**config.mk**
```make
export PLATFORM = sky130hd
export DESIGN_NAME = grm_fifo
export DESIGN_NICKNAME = d
export VERILOG_FILES = /design/src/hdl/grm_pkg.sv /design/src/hdl/grm_fifo.sv
export SDC_FILE = /design/constraint.sdc
export NUM_CORES = 1
export LEC_CHECK = 0
export ABC_CLOCK_PERIOD_IN_PS = 4000
export BUFFER_PORTS_ARGS = -buffer_cell sky130_fd_sc_hd__buf_2
export CAP_MARGIN = 20
export CORE_MARGIN = 2
export CORE_UTILIZATION = 60
export CTS_BUF_LIST = sky130_fd_sc_hd__clkbuf_8 sky130_fd_sc_hd__clkbuf_16
export DETAILED_ROUTE_END_ITERATION = 8
export GPL_ROUTABILITY_DRIVEN = 0
export PLACE_DENSITY = 0.93
export REMOVE_ABC_BUFFERS = 1
export SETUP_SLACK_MARGIN = 0.1
export SYNTH_ARGS = -nofsm -noshare
export SYNTH_HDL_FRONTEND = slang
export SYNTH_SLANG_ARGS = --single-unit
```
**constraint.sdc**
```tcl
create_clock -name clk -period 4 [get_ports clk]
set_input_delay 0.6 -clock clk [delete_from_list [all_inputs] [get_ports clk]]
set_output_delay 0.6 -clock clk [all_outputs]
set_load 0.005 [all_outputs]
```
**src/hdl/grm_pkg.sv**
```systemverilog
// ============================================================================
// grm_pkg
// Shared types and constants of the 3x3 gray morphology block: word layouts,
// register indexes, operation codes and the command passed from the front
// part to the back part.
// ============================================================================
package grm_pkg;

    // default frame limits
    localparam int DEF_MAX_WIDTH  = 1024;
    localparam int DEF_MAX_HEIGHT = 1024;

    // field widths
    localparam int PIX_W     = 8;
    localparam int DIM_W     = 11;
    localparam int CFG_IDX_W = 2;

    // register indexes
    localparam logic [CFG_IDX_W-1:0] CFG_FRAME_WIDTH  = 2'd0;
    localparam logic [CFG_IDX_W-1:0] CFG_FRAME_HEIGHT = 2'd1;
    localparam logic [CFG_IDX_W-1:0] CFG_DILATE_MODE  = 2'd2;

    // register reset values
    localparam logic [DIM_W-1:0] RESET_DIM = 11'd1024;

    // operation codes
    localparam logic OP_PUSH  = 1'b0;
    localparam logic OP_FLUSH = 1'b1;

    // brightest gray value, identity of the minimum
    localparam logic [PIX_W-1:0] PIX_MAX = 8'hFF;

    // entries of the queue between front and back (power of two)
    localparam int QUEUE_DEPTH = 4;

    // input word
    typedef struct packed {
        logic             operation;
        logic [PIX_W-1:0] pixel_in;
    } in_word_t;

    // output word
    typedef struct packed {
        logic [PIX_W-1:0] pixel_out;
        logic             frame_end;
    } out_word_t;

    // one advance of the sample stream, with the edge flags of the
    // window center when it yields a result
    typedef struct packed {
        logic             emit;
        logic             frame_end;
        logic             left_ok;
        logic             right_ok;
        logic             top_ok;
        logic             bottom_ok;
        logic [PIX_W-1:0] pixel;
    } cmd_t;

endpackage

```
**src/hdl/grm_fifo.sv**
```systemverilog
// ============================================================================
// grm_fifo
// Short first-in first-out queue between the front and the back part.
// ============================================================================
module grm_fifo
    import grm_pkg::*;
#(
    parameter int DATA_W = 16
)
(
    input  logic              clk,
    input  logic              rst_n,
    input  logic              push,
    input  logic [DATA_W-1:0] push_data,
    output logic              full,
    input  logic              pop,
    output logic [DATA_W-1:0] pop_data,
    output logic              empty
);

    localparam int PW = $clog2(QUEUE_DEPTH);

    logic [DATA_W-1:0] store_mem [QUEUE_DEPTH];
    logic [PW-1:0]     wr_ptr_reg;
    logic [PW-1:0]     rd_ptr_reg;
    logic [PW:0]       count_reg;

    assign full     = (count_reg == (PW+1)'(QUEUE_DEPTH));
    assign empty    = (count_reg == '0);
    assign pop_data = store_mem[rd_ptr_reg];

    // storage
    always_ff @(posedge clk)
    begin
        if (push)
            store_mem[wr_ptr_reg] <= push_data;
    end

    // pointers and fill level
    always_ff @(posedge clk or negedge rst_n)
    begin
        if (!rst_n)
        begin
            wr_ptr_reg <= '0;
            rd_ptr_reg <= '0;
            count_reg  <= '0;
        end
        else
        begin
            if (push)
                wr_ptr_reg <= wr_ptr_reg + PW'(1);
            if (pop)
                rd_ptr_reg <= rd_ptr_reg + PW'(1);
            unique case ({push, pop})
                2'b10:   count_reg <= count_reg + (PW+1)'(1);
                2'b01:   count_reg <= count_reg - (PW+1)'(1);
                2'b11:   count_reg <= count_reg;
                2'b00:   count_reg <= count_reg;
            endcase
        end
    end

endmodule

```
==> flow_metrics.tcl <==
set metrics [dict create \
    outcome "completed" \
    routedWlPerCell_um 19.9 \
    setup_viol 0 \
    fin_hold_ws_ps 87.6 \
    tightest_slew_ps 992 \
    ys_ff_latch 71 \
    critPathArrivalTime_ps 2160 \
    syn_area_mm2 0.00275 \
    nets 191 \
    drtAntennaViolNets 0 \
    overflow 0 \
    p_leak_nw 1.17 \
    max_cap_viol_count 0 \
    clock_latency_ps 340 \
    coreArea_mm2 0.00438 \
    syn_area_per_cell_um2 22.7 \
    antenna_found_initial 0 \
    die_w_um 71.7 \
    clk_path_buf_depth 2 \
    dieArea_mm2 0.00514 \
    vdd_drop_max_mv 0.368 \
    ys_warn_count 0 \
    die_h_um 71.7 \
    yosysSeqAreaShare_pct 76.3 \
    crit_required_ps 3400 \
    synth-edff-count 64 \
    fin_tns_setup_ps 0 \
    cts-root-buf "clkbuf_8" \
    finClkSkew_ps 5.63 \
    syn_inst 121 \
    rsz0062_at_grt "false" \
    finalCritPeriodShare_pct 69.1 \
    ys_async_sr_fraction_pct 9.86 \
    numCtsBuffers 9 \
    startpoint_type "flip-flop" \
    dr.pass1.iters 4 \
    worstPathCellList "mux4_1 > buf_2" \
    cts_sinks 71 \
    grt_pass1_wl_mm 7.02 \
    viasPerCell 5.68 \
    cts_tree "yes" \
    synth-main-ff-cell "edfxtp_1" \
    largest_register_ffs 64 \
    placementRows 24 \
    drt_iter0_drc 94 \
    min_period_ps 2760 \
    port_buffers 37 \
    cts-resized-gates 0 \
    post_cts_buffers 0 \
    p_per_area_mw_per_mm2 671 \
    holdBufCountCts 0 \
    hpwlAfterDp_mm 2.93 \
    syn_to_final_growth_pct 13.7 \
    start_util_pct 62.7 \
    grt_max_degree 19 \
    grt_pass1_vias 1426 \
    num_vias 1260 \
    cp_slowest_cell "dfrtp_1" \
    crit_type "reg -> out" \
    routed_wl_mm 4.41 \
    min_path_type "in -> async" \
    critPathMaxStageDelay_ps 1000 \
    maxSlewViolCount 0 \
    netlist-cell-type-count 18 \
    max_freq_ghz 0.362 \
    critical_path.endpoint_type "output port" \
    grt_use_total_pct 19.6 \
    fillCellCount 272 \
    antenna_cells 0 \
    top_level_ports 38 \
    drive_gt1_share_pct 34.1 \
    slew-limit-headroom_pct 33.8 \
    crit_fanout 18 \
    hold_viol 0 \
    h-tree-depth 3 \
    drc_errors 0 \
    path_clk_slew_ps 70 \
]
-- synthesized netlist by cell type, types with 2 or more instances --
cell	count	area (µm²)
mux4_1	8	210
o21ai_0	2	10.0
inv_1	6	22.5
ha_1	5	62.6
and2_1	4	25.0
mux4_2	8	180
dfrtp_1	7	175
buf_2	2	10.0
xor2_1	4	35.0
nand2_1	3	11.3
xnor2_1	2	17.5
edfxtp_1	64	1920
-- layout make-up --
cell class	instances	area, µm²	share of cell area (%)
clock buffers	10	138	4.41
clock inverters	6	28.8	0.921
inverters	6	22.5	0.721
multi-input cells	40	587	18.8
flip-flops and latches	71	2100	67.1
well taps	52	65.1	2.08
repair buffers	37	185	5.93
-- kinds of logic (layout without fill, tap and decap cells) --
group	after synthesis	after routing	share of synthesized area, %
AOI/OAI and AO/OA	2	2	0.364
and+or+nand+nor	10	10	1.87
adders and majority gates	6	6	3.01
DFF	71	71	76.3
muxes	16	16	14.2
xor gates and xnor gates	6	6	1.91
buffers and inverters	10	59	2.32
-- cells in the final DEF, fill, tap and decap left out --
cell	synthesis	final
and2_1	4	4
fa_1	1	1
clkinv_1	0	1
mux4_1	8	8
and3_1	1	1
nor2_1	1	1
inv_1	6	8
mux4_2	8	8
clkinvlp_4	0	1
o21ai_0	2	2
clkbuf_8	0	10
xnor2_1	2	2
xor2_1	4	4
nor3_1	1	1
dfrtp_1	7	7
nand2_1	3	3
buf_2	2	37
edfxtp_1	64	64
clkinv_2	0	2
ha_1	5	5
-- worst max-delay path, delay by kind of cell, from the launching register on --
family                 cells  cell delay (ps)
DFF                        1             1000
muxes                      1              670
buffers and inverters      1              150
-- metrics by stage --
| stage | setup WS [ps] | area, µm² | utilization (%) | instances | total power [mW] |
|---|---|---|---|---|---|
| 2_1_floorplan | 1950 | 2710 | - | 117 | 1.41 |
| 3_3_place_gp | 1630 | 2960 | 67.4 | 206 | 1.60 |
| 3_5_place_dp | 1550 | 2960 | 67.4 | 206 | 1.65 |
| 4_1_cts | 1190 | 3120 | 71.2 | 222 | 2.12 |
| 5_1_grt | 1090 | 3120 | 71.2 | 222 | 2.21 |
| 6_report | 1240 | 3120 | 71.2 | 222 | 2.09 |
-- report_power, final --
part | internal, mW | leakage (nW) | switching [mW] | total, mW
sequential | 0.982 | 0.670 | 0.131 | 1.11
clock | 0.233 | 0.0921 | 0.243 | 0.476
combinational | 0.287 | 0.406 | 0.218 | 0.505
-- final timing paths --
| check | to | slack, ps | from | cells after the start |
|---|---|---|---|---|
| worst max-delay path | pop_data[9] | 1240 | rd_ptr_reg[0] | 2 |
| worst min-delay path | count_reg[1] | 90 | rst_n | 1 |
| worst max register to register | store_mem[0][15] | 2260 | wr_ptr_reg[1] | 3 |
| worst min register to register | count_reg[2] | 500 | count_reg[2] | 1 |
| max in group asynchronous | rd_ptr_reg[1] | 3750 | rst_n | 1 |
| min in group clk | store_mem[3][10] | 480 | push_data[10] | 1 |
-- layer usage --
metal	part of all wire (%)	vias to the layer above	GRT usage (%)
li1	-	576	-
met5	0	-	0
met1	39	627	22.6
met2	53	48	33.5
met4	2.3	0	11.3
met3	5.9	9	4.64
Power figures use the tool's default switching activity.
