--- config.mk ---
export PLATFORM = sky130hd
export DESIGN_NAME = grm_front
export DESIGN_NICKNAME = d
export VERILOG_FILES = /design/src/hdl/grm_pkg.sv /design/src/hdl/grm_front.sv
export SDC_FILE = /design/constraint.sdc
export NUM_CORES = 1
export LEC_CHECK = 0
export BUFFER_PORTS_ARGS = -buffer_cell sky130_fd_sc_hd__buf_2
export CELL_PAD_IN_SITES_DETAIL_PLACEMENT = 0
export CELL_PAD_IN_SITES_GLOBAL_PLACEMENT = 1
export CORE_AREA = 2 2 106 159
export CTS_CLUSTER_SIZE = 40
export DETAILED_ROUTE_END_ITERATION = 12
export DIE_AREA = 0 0 108 161
export GPL_TIMING_DRIVEN = 1
export HOLD_SLACK_MARGIN = 0.08
export PLACE_DENSITY_LB_ADDON = 0.25
export SYNTH_ARGS = -nofsm -noshare
export SYNTH_HDL_FRONTEND = slang
export SYNTH_SLANG_ARGS = --single-unit
--- constraint.sdc ---
create_clock -name clk -period 4.1 [get_ports clk]
set_input_delay 0.205 -clock clk [delete_from_list [all_inputs] [get_ports clk]]
set_output_delay 0.205 -clock clk [all_outputs]
set_load 0.05 [all_outputs]
--- src/hdl/grm_pkg.sv ---
// ============================================================================
// grm_pkg
// Shared types and constants of the 3x3 gray morphology block: word layouts,
// register indexes, operation codes and the command passed from the front
// part to the back part.
// ============================================================================
package grm_pkg;

    // default frame limits
    localparam int DEF_MAX_WIDTH  = 1024;
    localparam int DEF_MAX_HEIGHT = 1024;

    // field widths
    localparam int PIX_W     = 8;
    localparam int DIM_W     = 11;
    localparam int CFG_IDX_W = 2;

    // register indexes
    localparam logic [CFG_IDX_W-1:0] CFG_FRAME_WIDTH  = 2'd0;
    localparam logic [CFG_IDX_W-1:0] CFG_FRAME_HEIGHT = 2'd1;
    localparam logic [CFG_IDX_W-1:0] CFG_DILATE_MODE  = 2'd2;

    // register reset values
    localparam logic [DIM_W-1:0] RESET_DIM = 11'd1024;

    // operation codes
    localparam logic OP_PUSH  = 1'b0;
    localparam logic OP_FLUSH = 1'b1;

    // brightest gray value, identity of the minimum
    localparam logic [PIX_W-1:0] PIX_MAX = 8'hFF;

    // entries of the queue between front and back (power of two)
    localparam int QUEUE_DEPTH = 4;

    // input word
    typedef struct packed {
        logic             operation;
        logic [PIX_W-1:0] pixel_in;
    } in_word_t;

    // output word
    typedef struct packed {
        logic [PIX_W-1:0] pixel_out;
        logic             frame_end;
    } out_word_t;

    // one advance of the sample stream, with the edge flags of the
    // window center when it yields a result
    typedef struct packed {
        logic             emit;
        logic             frame_end;
        logic             left_ok;
        logic             right_ok;
        logic             top_ok;
        logic             bottom_ok;
        logic [PIX_W-1:0] pixel;
    } cmd_t;

endpackage

--- src/hdl/grm_front.sv ---
// ============================================================================
// grm_front
// Accepts input words, tracks the frame position and decides for each word
// whether it advances the sample stream and whether a result comes out.
// Issues one command per advance into the queue.
// ============================================================================
module grm_front
    import grm_pkg::*;
#(
    parameter int MAX_WIDTH  = DEF_MAX_WIDTH,
    parameter int MAX_HEIGHT = DEF_MAX_HEIGHT
)
(
    input  logic                          clk,
    input  logic                          rst_n,
    input  logic [DIM_W-1:0]              frame_width,
    input  logic [DIM_W-1:0]              frame_height,
    input  logic                          in_valid,
    output logic                          in_stall,
    input  in_word_t                      in_word,
    input  logic                          q_full,
    output logic                          q_push,
    output cmd_t                          q_cmd,
    output logic [$clog2(MAX_WIDTH)-1:0]  q_addr
);

    localparam int XW = $clog2(MAX_WIDTH);
    localparam int YW = (MAX_HEIGHT > 1) ? $clog2(MAX_HEIGHT) : 1;

    // frame size minus one, latched at the first pixel
    logic [XW-1:0] wm1_reg;
    logic [YW-1:0] hm1_reg;
    // position of the next sample
    logic [XW-1:0] sx_reg;
    logic [YW-1:0] sy_reg;
    // position of the next result
    logic [XW-1:0] rx_reg;
    logic [YW-1:0] ry_reg;
    logic          all_in_reg;
    logic          dummy_reg;

    logic          accept;
    logic          first;
    logic [XW-1:0] wm1;
    logic [YW-1:0] hm1;
    logic          push_adv;
    logic          flush_adv;
    logic          dummy_adv;
    logic          adv;
    logic          emit;
    logic          fend;
    logic          row_end;
    logic          last_pix;

    function automatic logic [XW-1:0] clamp_w(input logic [DIM_W-1:0] v);
        logic [DIM_W-1:0] vm1;
        vm1 = v - DIM_W'(1);
        if (v == '0)
            return '0;
        else if (32'(v) > MAX_WIDTH)
            return XW'(MAX_WIDTH - 1);
        else
            return XW'(vm1);
    endfunction

    function automatic logic [YW-1:0] clamp_h(input logic [DIM_W-1:0] v);
        logic [DIM_W-1:0] vm1;
        vm1 = v - DIM_W'(1);
        if (v == '0)
            return '0;
        else if (32'(v) > MAX_HEIGHT)
            return YW'(MAX_HEIGHT - 1);
        else
            return YW'(vm1);
    endfunction

    // handshake: hold off while the queue is full or a pad sample is due
    assign in_stall = q_full || dummy_reg;
    assign accept   = in_valid && !in_stall;

    // frame size in effect
    assign first = (sx_reg == '0) && (sy_reg == '0) && !all_in_reg;
    assign wm1   = first ? clamp_w(frame_width)  : wm1_reg;
    assign hm1   = first ? clamp_h(frame_height) : hm1_reg;

    // word classification
    assign push_adv  = accept && (in_word.operation == OP_PUSH) && !all_in_reg;
    assign flush_adv = accept && (in_word.operation == OP_FLUSH) && all_in_reg;
    assign dummy_adv = dummy_reg && !q_full;
    assign adv       = push_adv || flush_adv || dummy_adv;

    // a pushed pixel completes a neighborhood once a row and one more are in
    assign emit = flush_adv ||
                  (push_adv && ((32'(sy_reg) >= 32'd2) ||
                                ((sy_reg == YW'(1)) && (sx_reg != '0))));
    assign fend     = emit && (rx_reg == wm1_reg) && (ry_reg == hm1_reg);
    assign row_end  = (sx_reg == wm1);
    assign last_pix = push_adv && row_end && (sy_reg == hm1);

    // command to the back part
    assign q_push          = adv;
    assign q_addr          = sx_reg;
    assign q_cmd.emit      = emit;
    assign q_cmd.frame_end = fend;
    assign q_cmd.left_ok   = (rx_reg != '0);
    assign q_cmd.right_ok  = (rx_reg != wm1_reg);
    assign q_cmd.top_ok    = (ry_reg != '0);
    assign q_cmd.bottom_ok = (ry_reg != hm1_reg);
    assign q_cmd.pixel     = in_word.pixel_in;

    // frame size latch
    always_ff @(posedge clk or negedge rst_n)
    begin
        if (!rst_n)
        begin
            wm1_reg <= clamp_w(RESET_DIM);
            hm1_reg <= clamp_h(RESET_DIM);
        end
        else if (push_adv && first)
        begin
            wm1_reg <= wm1;
            hm1_reg <= hm1;
        end
    end

    // sample and result positions
    always_ff @(posedge clk or negedge rst_n)
    begin
        if (!rst_n)
        begin
            sx_reg     <= '0;
            sy_reg     <= '0;
            rx_reg     <= '0;
            ry_reg     <= '0;
            all_in_reg <= 1'b0;
        end
        else if (adv)
        begin
            if (fend)
            begin
                sx_reg     <= '0;
                sy_reg     <= '0;
                rx_reg     <= '0;
                ry_reg     <= '0;
                all_in_reg <= 1'b0;
            end
            else
            begin
                sx_reg <= row_end ? '0 : sx_reg + XW'(1);
                if (push_adv && row_end)
                begin
                    if (sy_reg == hm1)
                        all_in_reg <= 1'b1;
                    else
                        sy_reg <= sy_reg + YW'(1);
                end
                if (emit)
                begin
                    if (rx_reg == wm1_reg)
                    begin
                        rx_reg <= '0;
                        ry_reg <= ry_reg + YW'(1);
                    end
                    else
                    begin
                        rx_reg <= rx_reg + XW'(1);
                    end
                end
            end
        end
    end

    // one-row frame: one pad sample after the last pixel aligns the window
    always_ff @(posedge clk or negedge rst_n)
    begin
        if (!rst_n)
            dummy_reg <= 1'b0;
        else if (last_pix && (hm1 == '0))
            dummy_reg <= 1'b1;
        else if (dummy_adv)
            dummy_reg <= 1'b0;
    end

endmodule

==> metrics.csv, run 1 <==
stage,metric,value,unit
final_layout,multiInputGateArea,0.00283,sq mm
outcome,status,completed,
final_layout,final_util,33.9,%
timing,finalClockSkew,7.27,ps
routing,wire_per_inst,17.4,um
routing,vias,4336,
clocking,cts_root_buffer,clkbuf_16,
clocking,cts.sinks,62,
floorplan,dieArea,0.0174,sq mm
setup_path,cp.depth,11,
timing,rsz0062_at_grt,false,
clocking,path_clk_slew,60,ps
clocking,htreeDepth,3,
hold_path,min_path_type,in2reg,
setup_path,rr_endpoint,sy_reg[9],
clocking,cts_tree,yes,
routing,drt_first_pass_iters,5,
setup_path,cp_cell_sequence,inv_1 -> ha_1 -> nor4b_2 -> nand3_1 -> or2_1 -> a222oi_1 -> o211ai_1 -> nor3_4 -> nand3_2 -> or4_1 -> a21oi_1,
floorplan,ios,61,
setup_path,cp_max_fo,12,
grt,grt_pass1_wl,22600,um
timing,tightest_slew,967,ps
setup_path,crit_type,reg2reg,
timing,finalMaxSlewViolations,0,
setup_path,critPathBufInv,1,
grt,grt_pass1_vias,4318,
synth,syn_inst,564,
grt,grt_usage,16.6,%
synth,synth_common_cells,"dfrtp_1 (42), nand2_1 (42), nor2_1 (39), o21ai_0 (37), xor2_1 (35)",
final_layout,n_antenna_cell,0,
routing,wl,14000,um
place,io_buffers,44,
routing,drc,0,
synth,ys_warn_count,0,
floorplan,die_w,108,um
synth,syn-cell-area,0.00470,sq mm
synth,yosys.area.top_type,dfrtp_1,
place,place_congestion,0.854,
synth,yosysTopAreaCellShare,22.4,%
timing,post-route-period-util,89.9,%
power,p_per_area,398,mW/mm^2
clocking,clkLatencyLatePin,330,ps
place,hpwl,10800,um
synth,synth_area_leaders,"dfrtp_1 (22%), dfstp_2 (11%), xor2_1 (6.5%), o21ai_0 (3.9%), nand2_1 (3.4%)",
setup_path,r2r_setup_slack,420,ps
timing,final.setup.tns,0,ps
clocking,clockBufferDepth,2,
routing,ant_nets,0,
synth,yosys.cell_types.count,65,
synth,synth_edf_count,0,
synth,ys_ff_latch,62,
setup_path,crit_start,q_addr[0],
synth,synthesis.nets,611,
power,ir_worst_vdd,0.176,mV
setup_path,r2r_cells,11,
setup_path,crit_end,sy_reg[9],
power,p_leak,2.29,nW
setup_path,cp-start-kind,flop,
timing,finalSetupViolCount,0,
synth,seq_area_frac_synth,33.5,%
floorplan,fp-row-count,57,
setup_path,reg2reg_from,q_addr[0],
final_layout,area_growth,15.8,%
synth,ys.flop_type,dfrtp_1,
floorplan,die_h,161,um
grt,antenna_found_initial,0,
setup_path,crit_family,simple AND/OR/NAND/NOR gates,
timing,fmax,271,MHz
floorplan,core_area,0.0160,sq mm
flow_run,drv_cap,0,
final_layout,fillers,1662,
setup_path,cp_data_required_time,4360,ps
setup_path,cp_slowest_cell,or4_1,
timing,relSlewSlack,35.6,%
setup_path,max_stage_delay,530,ps
clocking,numCtsBuffers,9,
final_layout,drive_gt1_share,17.6,%
synth,syn_avg_cell_area,8.33,sq um
synth,async_reset_ff_share,100,%
grt,overflow,0,
floorplan,start_util,29.3,%
timing,hold_violations,0,
routing,drtIter0Drc,307,
final_layout,fin_nets,644,
clocking,postCtsSetupBuffers,0,
timing,fin_crit,3680,ps
final_layout,regArea,0.00158,sq mm
grt,grt_max_degree,40,
setup_path,cp_data_arrival_time,3940,ps
setup_path,critPathCaptureType,flop,
routing,viasPerCell,5.37,
[through the flow]
| stage | power, mW | worst slack, ps | cells | area [sq um] | hold slack [ps] |
|---|---|---|---|---|---|
| after floorplan | 1.17 | 694 | 564 | 4700 | -90.6 |
| after global placement | 1.32 | 411 | 791 | 5100 | 231 |
| after detailed placement | 1.32 | 342 | 791 | 5100 | 240 |
| after CTS | 2.18 | 318 | 808 | 5430 | 130 |
| after global routing | 2.28 | 129 | 808 | 5440 | 146 |
| final | 2.16 | 415 | 808 | 5440 | 136 |
[repair_timing]
item	in CTS	in global routing
endpoints found under the hold margin	22	0
endpoints found under the setup margin	0	3
resized for setup	0	1
hold buffers	1	0
[logic make-up after synthesis]
group	share of synthesized area (%)
buffers and inverters	6.36
DFF	33.5
xor gates and xnor gates	9.88
muxes	1.84
AOI/OAI and AO/OA	18.7
adders and majority gates	3.41
and+or+nand+nor	26.3
[layer usage]
metal	vias to the layer above	global-route usage (%)	part of all wire, %
met5	-	0	0
met4	0	5.65	1.9
met3	16	2.62	3.3
met2	94	31.2	55
met1	2101	18.5	40
li1	2125	-	-
[final cells by class]
type / instances / area share, %
Clock buffer: 13 / 4.78
Multi-Input combinational cell: 435 / 52.0
Tap cell: 206 / 4.74
Timing Repair Buffer: 59 / 6.16
Inverter: 30 / 2.07
Sequential cell: 62 / 29.0
Clock inverter: 3 / 1.24
[cell usage in the layout, fill, tap and decap left out, types with 6 or more instances in the layout]
master and count:
xnor2_1 18, nor3_1 25, o31ai_1 10, ha_1 12, dfstp_2 20, a22o_1 6
nand2_1 42, and3_1 11, nand3_1 24, clkbuf_16 9, buf_2 44, xor2_1 35
or3_1 14, buf_4 14, nand4_1 12, o21ai_0 37, or4_1 7, a21oi_1 22
dfrtp_1 42, nand2b_1 6, nor4_1 19, nor2_1 39, o21a_1 6, inv_1 27
[report_power, final]
| group | internal [mW] | switching (mW) |
|---|---|---|
| combinational | 0.197 | 0.349 |
| clock | 0.566 | 0.279 |
| sequential | 0.669 | 0.104 |
[worst min-delay path by stage]
stage,cells past startpoint,to,startpoint,slack [ps]
floorplan,0,all_in_reg,rst_n,-90
global placement,1,sy_reg[3],rst_n,230
detailed placement,1,sy_reg[3],rst_n,240
CTS,2,dummy_reg,q_full,130
global route,2,dummy_reg,q_full,150
finish,2,dummy_reg,q_full,140
[worst register-to-register path, cell delays in order, from the launching register on]
cell and delay [ps]:
dfrtp_1 440, inv_1 150, ha_1 170, nor4b_2 290, nand3_1 290, or2_1 460
a222oi_1 360, o211ai_1 200, nor3_4 280, nand3_2 270, or4_1 530, a21oi_1 160
(Power assumes the default switching activity.)
==> run 2, diff against run 1 <==
--- a/config.mk
+++ b/config.mk
@@ -15,6 +15,7 @@
 export GPL_TIMING_DRIVEN = 1
 export HOLD_SLACK_MARGIN = 0.08
 export PLACE_DENSITY_LB_ADDON = 0.25
+export RECOVER_POWER = 25
 export SYNTH_ARGS = -nofsm -noshare
 export SYNTH_HDL_FRONTEND = slang
 export SYNTH_SLANG_ARGS = --single-unit
==> metrics.csv, run 2 (synthesis gave the netlist of run 1 again) <==
stage,metric,value,unit
routing,viasPerCell,5.36,
setup_path,critPathBufInv,1,
place,hpwl,10800,um
setup_path,cp_data_required_time,4360,ps
setup_path,cp_max_fo,12,
setup_path,cp-start-kind,flop,
floorplan,die_h,161,um
flow_run,drv_cap,0,
floorplan,die_w,108,um
grt,grt_usage,16.6,%
routing,drtIter0Drc,305,
grt,antenna_found_initial,0,
setup_path,crit_type,reg2reg,
final_layout,fin_nets,644,
routing,drc,0,
final_layout,final_cell_mix,"nand2_1 (42), dfrtp_1 (42), nor2_1 (39), o21ai_0 (37), buf_2 (37)",
final_layout,n_antenna_cell,0,
floorplan,fp-row-count,57,
power,ir_worst_vdd,0.175,mV
outcome,status,completed,
setup_path,cp_slowest_cell,or4_1,
timing,relSlewSlack,5.52,%
timing,hold_violations,0,
routing,wl,14000,um
clocking,cts_root_buffer,clkbuf_16,
grt,overflow,0,
clocking,cts_tree,yes,
clocking,cts.sinks,62,
clocking,clkLatencyLatePin,330,ps
clocking,numCtsBuffers,9,
final_layout,stdcell_count,808,
timing,fmax,271,MHz
timing,finalSetupViolCount,0,
setup_path,cp_cell_sequence,inv_1 -> ha_1 -> nor4b_2 -> nand3_1 -> or2_1 -> a222oi_1 -> o211ai_1 -> nor3_4 -> nand3_2 -> or4_1 -> a21oi_1,
floorplan,start_util,29.3,%
clocking,postCtsSetupBuffers,0,
grt,grt_max_degree,40,
routing,drt_first_pass_iters,5,
grt,grt_pass1_vias,4318,
place,dpl.cell_count,791,
floorplan,core_area,0.0160,sq mm
routing,ant_nets,0,
clocking,path_clk_slew,60,ps
final_layout,final_util,33.8,%
setup_path,critPathCaptureType,flop,
routing,vias,4331,
timing,fin_crit,3690,ps
timing,tightest_slew,1420,ps
final_layout,area_growth,15.6,%
setup_path,cp_data_arrival_time,3940,ps
setup_path,crit_family,simple AND/OR/NAND/NOR gates,
setup_path,max_stage_delay,520,ps
floorplan,ios,61,
clocking,clockBufferDepth,2,
grt,grt_pass1_wl,22600,um
place,place_congestion,0.854,
timing,finalClockSkew,7.27,ps
timing,finalMaxSlewViolations,0,
power,finalPower,2.16,mW
clocking,htreeDepth,3,
place,io_buffers,44,
power,p_leak,2.26,nW
final_layout,drive_gt1_share,16.4,%
timing,post-route-period-util,89.9,%
timing,final.setup.tns,0,ps
power,p_per_area,398,mW/mm^2
floorplan,dieArea,0.0174,sq mm
routing,wire_per_inst,17.3,um
timing,rsz0062_at_grt,false,
hold_path,min_path_type,in2reg,
==> run 2: cell count changes in the layout (fill, tap and decap cells not counted), sizes merged <==
cell,delta
buf,-7
clkbuf,+7
==> run 2: final timing paths <==
check / cells after the start / slack [ps] / end / startpoint
hold reg to reg: 2 / 500 / wm1_reg[1] / wm1_reg[1]
setup / recovery: 11 / 410 / sy_reg[9] / q_addr[0]
max in group asynchronous: 3 / 2130 / hm1_reg[0] / rst_n
min in group asynchronous: 2 / 740 / sy_reg[4] / rst_n
setup reg to reg: 11 / 410 / sy_reg[9] / q_addr[0]
hold / removal: 2 / 130 / dummy_reg / q_full
==> run 2: metrics by stage <==
step                setup WS (ps)  cell area [sq um]  hold WS (ps)
finish                        414               5430           134
global route                  120               5430           146
CTS                           318               5430           130
detailed placement            342               5100           240
global placement              411               5100           231
floorplan                     694               4700         -90.6
==> run 2: layout make-up <==
class | instances | area (sq um)
Clock inverter | 3 | 67.6
Clock buffer | 13 | 260
Sequential cell | 62 | 1580
Timing Repair Buffer | 59 | 327
Tap cell | 206 | 258
Multi-Input combinational cell | 435 | 2830
Inverter | 30 | 113
Fill cell | 1663 | 10600
==> run 2: where the power goes <==
| group | internal (mW) | total (mW) | switching, mW |
|---|---|---|---|
| clock network | 0.566 | 0.844 | 0.279 |
| registers | 0.669 | 0.774 | 0.104 |
| logic | 0.193 | 0.543 | 0.350 |
| total | 1.43 | 2.16 | 0.733 |
==> run 2: timing repair <==
action,in CTS,in global routing
setup endpoints to repair,0,3
endpoints found under the hold margin,22,0
gates resized for setup,0,1
hold buffers,1,0
==> run 2: layer usage <==
metal	vias to the layer above	track usage (%)	share of wire, %
li1	2122	-	-
met1	2100	18.5	40
met2	91	31.2	55
met3	18	2.62	3.4
met4	0	5.65	1.9
met5	-	0	0
==> run 3, diff against run 2 <==
--- a/config.mk
+++ b/config.mk
@@ -8,10 +8,10 @@
 export BUFFER_PORTS_ARGS = -buffer_cell sky130_fd_sc_hd__buf_2
 export CELL_PAD_IN_SITES_DETAIL_PLACEMENT = 0
 export CELL_PAD_IN_SITES_GLOBAL_PLACEMENT = 1
-export CORE_AREA = 2 2 106 159
+export CORE_AREA = 10 10 114 167
 export CTS_CLUSTER_SIZE = 40
 export DETAILED_ROUTE_END_ITERATION = 12
-export DIE_AREA = 0 0 108 161
+export DIE_AREA = 0 0 124 177
 export GPL_TIMING_DRIVEN = 1
 export HOLD_SLACK_MARGIN = 0.08
 export PLACE_DENSITY_LB_ADDON = 0.25
==> constraint.sdc (replaced) <==
create_clock -name clk -period 4.59 [get_ports clk]
set_input_delay 0.2295 -clock clk [delete_from_list [all_inputs] [get_ports clk]]
set_output_delay 0.2295 -clock clk [all_outputs]
set_load 0.05 [all_outputs]
==> metrics.csv, run 3 (synthesis gave the netlist of run 1 again) <==
stage,metric,value,unit
outcome,status,"complete, but fails checks",
outcome,violations,"max-capacitance violations, max-slew violations",
grt,grt_max_degree,63,
setup_path,cp_max_fo,12,
timing,fmax,267,MHz
final_layout,final_util,33.5,%
power,power.switching,667,uW
setup_path,cp_slowest_cell,or4_1,
clocking,path_clk_slew,60,ps
timing,tightest_slew,3480,ps
clocking,cts_root_buffer,clkbuf_16,
timing,post-route-period-util,81.6,%
routing,drtIter0Drc,252,
grt,grt_pass1_vias,4439,
power,netSwitchingFraction,33.7,%
timing,finalSetupViolCount,0,
floorplan,die_w,124,um
timing,fin_crit,3740,ps
clocking,clkLatencyLatePin,340,ps
floorplan,dieArea,0.0219,sq mm
power,finalPower,1.98,mW
routing,drt_first_pass_iters,5,
floorplan,fp-row-count,57,
routing,vias,4270,
floorplan,start_util,29.3,%
clocking,cts.sinks,62,
clocking,cts_tree,yes,
routing,wire_per_inst,17.6,um
floorplan,die_h,177,um
place,dp_slack,819,ps
timing,hold_violations,0,
power,p_per_area,368,mW/mm^2
place,place_congestion,0.855,
setup_path,max_stage_delay,530,ps
floorplan,core_area,0.0160,sq mm
place,place_area,0.00504,sq mm
power,clkPwrFrac,41.1,%
final_layout,area_growth,14.5,%
hold_path,hp-start,q_full,
timing,rsz0062_at_grt,false,
place,dpl.cell_count,783,
final_layout,layout_commonest_cell,buf_2,
clocking,cts_resized,0,
power,ir_worst_vdd,0.191,mV
grt,grt_usage,13.0,%
power,pwr-share-comb,24.1,%
hold_path,min_path_type,in2reg,
clocking,clockBufferDepth,2,
place,io_buffers,44,
final_layout,design_area,0.00538,sq mm
grt,antenna_found_initial,0,
timing,relSlewSlack,-132,%
setup_path,cp_cell_sequence,inv_1 -> ha_1 -> nor4b_1 -> nand3_1 -> or2_1 -> a222oi_1 -> o211ai_1 -> nor3_4 -> nand3_2 -> or4_1 -> a21oi_1,
setup_path,cp-start-kind,flop,
setup_path,cp_data_arrival_time,4010,ps
timing,holdWs,169,ps
clocking,postCtsSetupBuffers,0,
setup_path,crit_type,reg2reg,
clocking,numCtsBuffers,9,
grt,overflow,0,
timing,worst_slack,846,ps
final_layout,drive_gt1_share,16.4,%
power,seqPwrFrac,34.8,%
setup_path,cp_data_required_time,4850,ps
grt,grt_pass1_wl,22800,um
setup_path,crit_start,q_addr[0],
final_layout,fin_nets,635,
setup_path,reg2reg_from,q_addr[0],
power,p_leak,2.24,nW
place,hpwl,10700,um
final_layout,stdcell_count,799,
clocking,cts_hold_buf,0,
final_layout,final_cell_mix,"buf_2 (44), nand2_1 (42), dfrtp_1 (42), nor2_1 (39), o21ai_0 (37)",
routing,viasPerCell,5.34,
timing,final.setup.tns,0,ps
timing,finalMaxSlewViolations,63,
routing,ant_nets,0,
routing,wl,14000,um
routing,drc,0,
setup_path,critPathCaptureType,flop,
power,intPower,1.31,mW
timing,finalClockSkew,6.62,ps
floorplan,ios,61,
flow_run,drv_cap,1,
final_layout,n_antenna_cell,0,
clocking,htreeDepth,3,
run 3: area by class of cell:
class                      instances  area [sq um]
multi-input combinational        435          2820
clock inverter                     5           106
sequential                        62          1580
fill                            1702         10700
inverter                          30           113
clock buffer                      11           243
tap                              206           258
timing repair buffer              50           262
run 3: final timing paths:
path                               to  slack [ps]  depth (start not counted)
hold / removal              dummy_reg         170                          2
hold reg to reg            wm1_reg[1]         510                          2
setup / recovery            sy_reg[9]         850                         11
max in group asynchronous   ry_reg[1]        1460                          2
min in group asynchronous   sy_reg[8]        1150                          2
setup reg to reg            sy_reg[9]         850                         11
run 3: critical path: cells and delay by family, from the launching register on:
kind,cells,cell delay (ps)
AOI/OAI and AO/OA,3,680
adders and majority gates,1,170
buffers and inverters,1,150
DFF,1,440
and+or+nand+nor,6,2220
run 3: power by group through the flow:
stage          sequential (mW)  combinational, mW  clock (mW)
5_1_grt                  0.701              0.536       0.848
3_5_place_dp             0.700              0.479           0
6_report                 0.689              0.478       0.813
4_1_cts                  0.691              0.483       0.829
2_1_floorplan            0.714              0.327           0
3_3_place_gp             0.700              0.477           0
run 3: routing by layer:
layer / part of all wire [%] / GRT usage [%] / vias to the layer above
met1: 40 / 14.2 / 2043
met2: 53 / 23.7 / 91
met4: 3.0 / 5.53 / 0
li1: - / - / 2111
met3: 3.9 / 2.36 / 25
met5: 0 / 0 / -
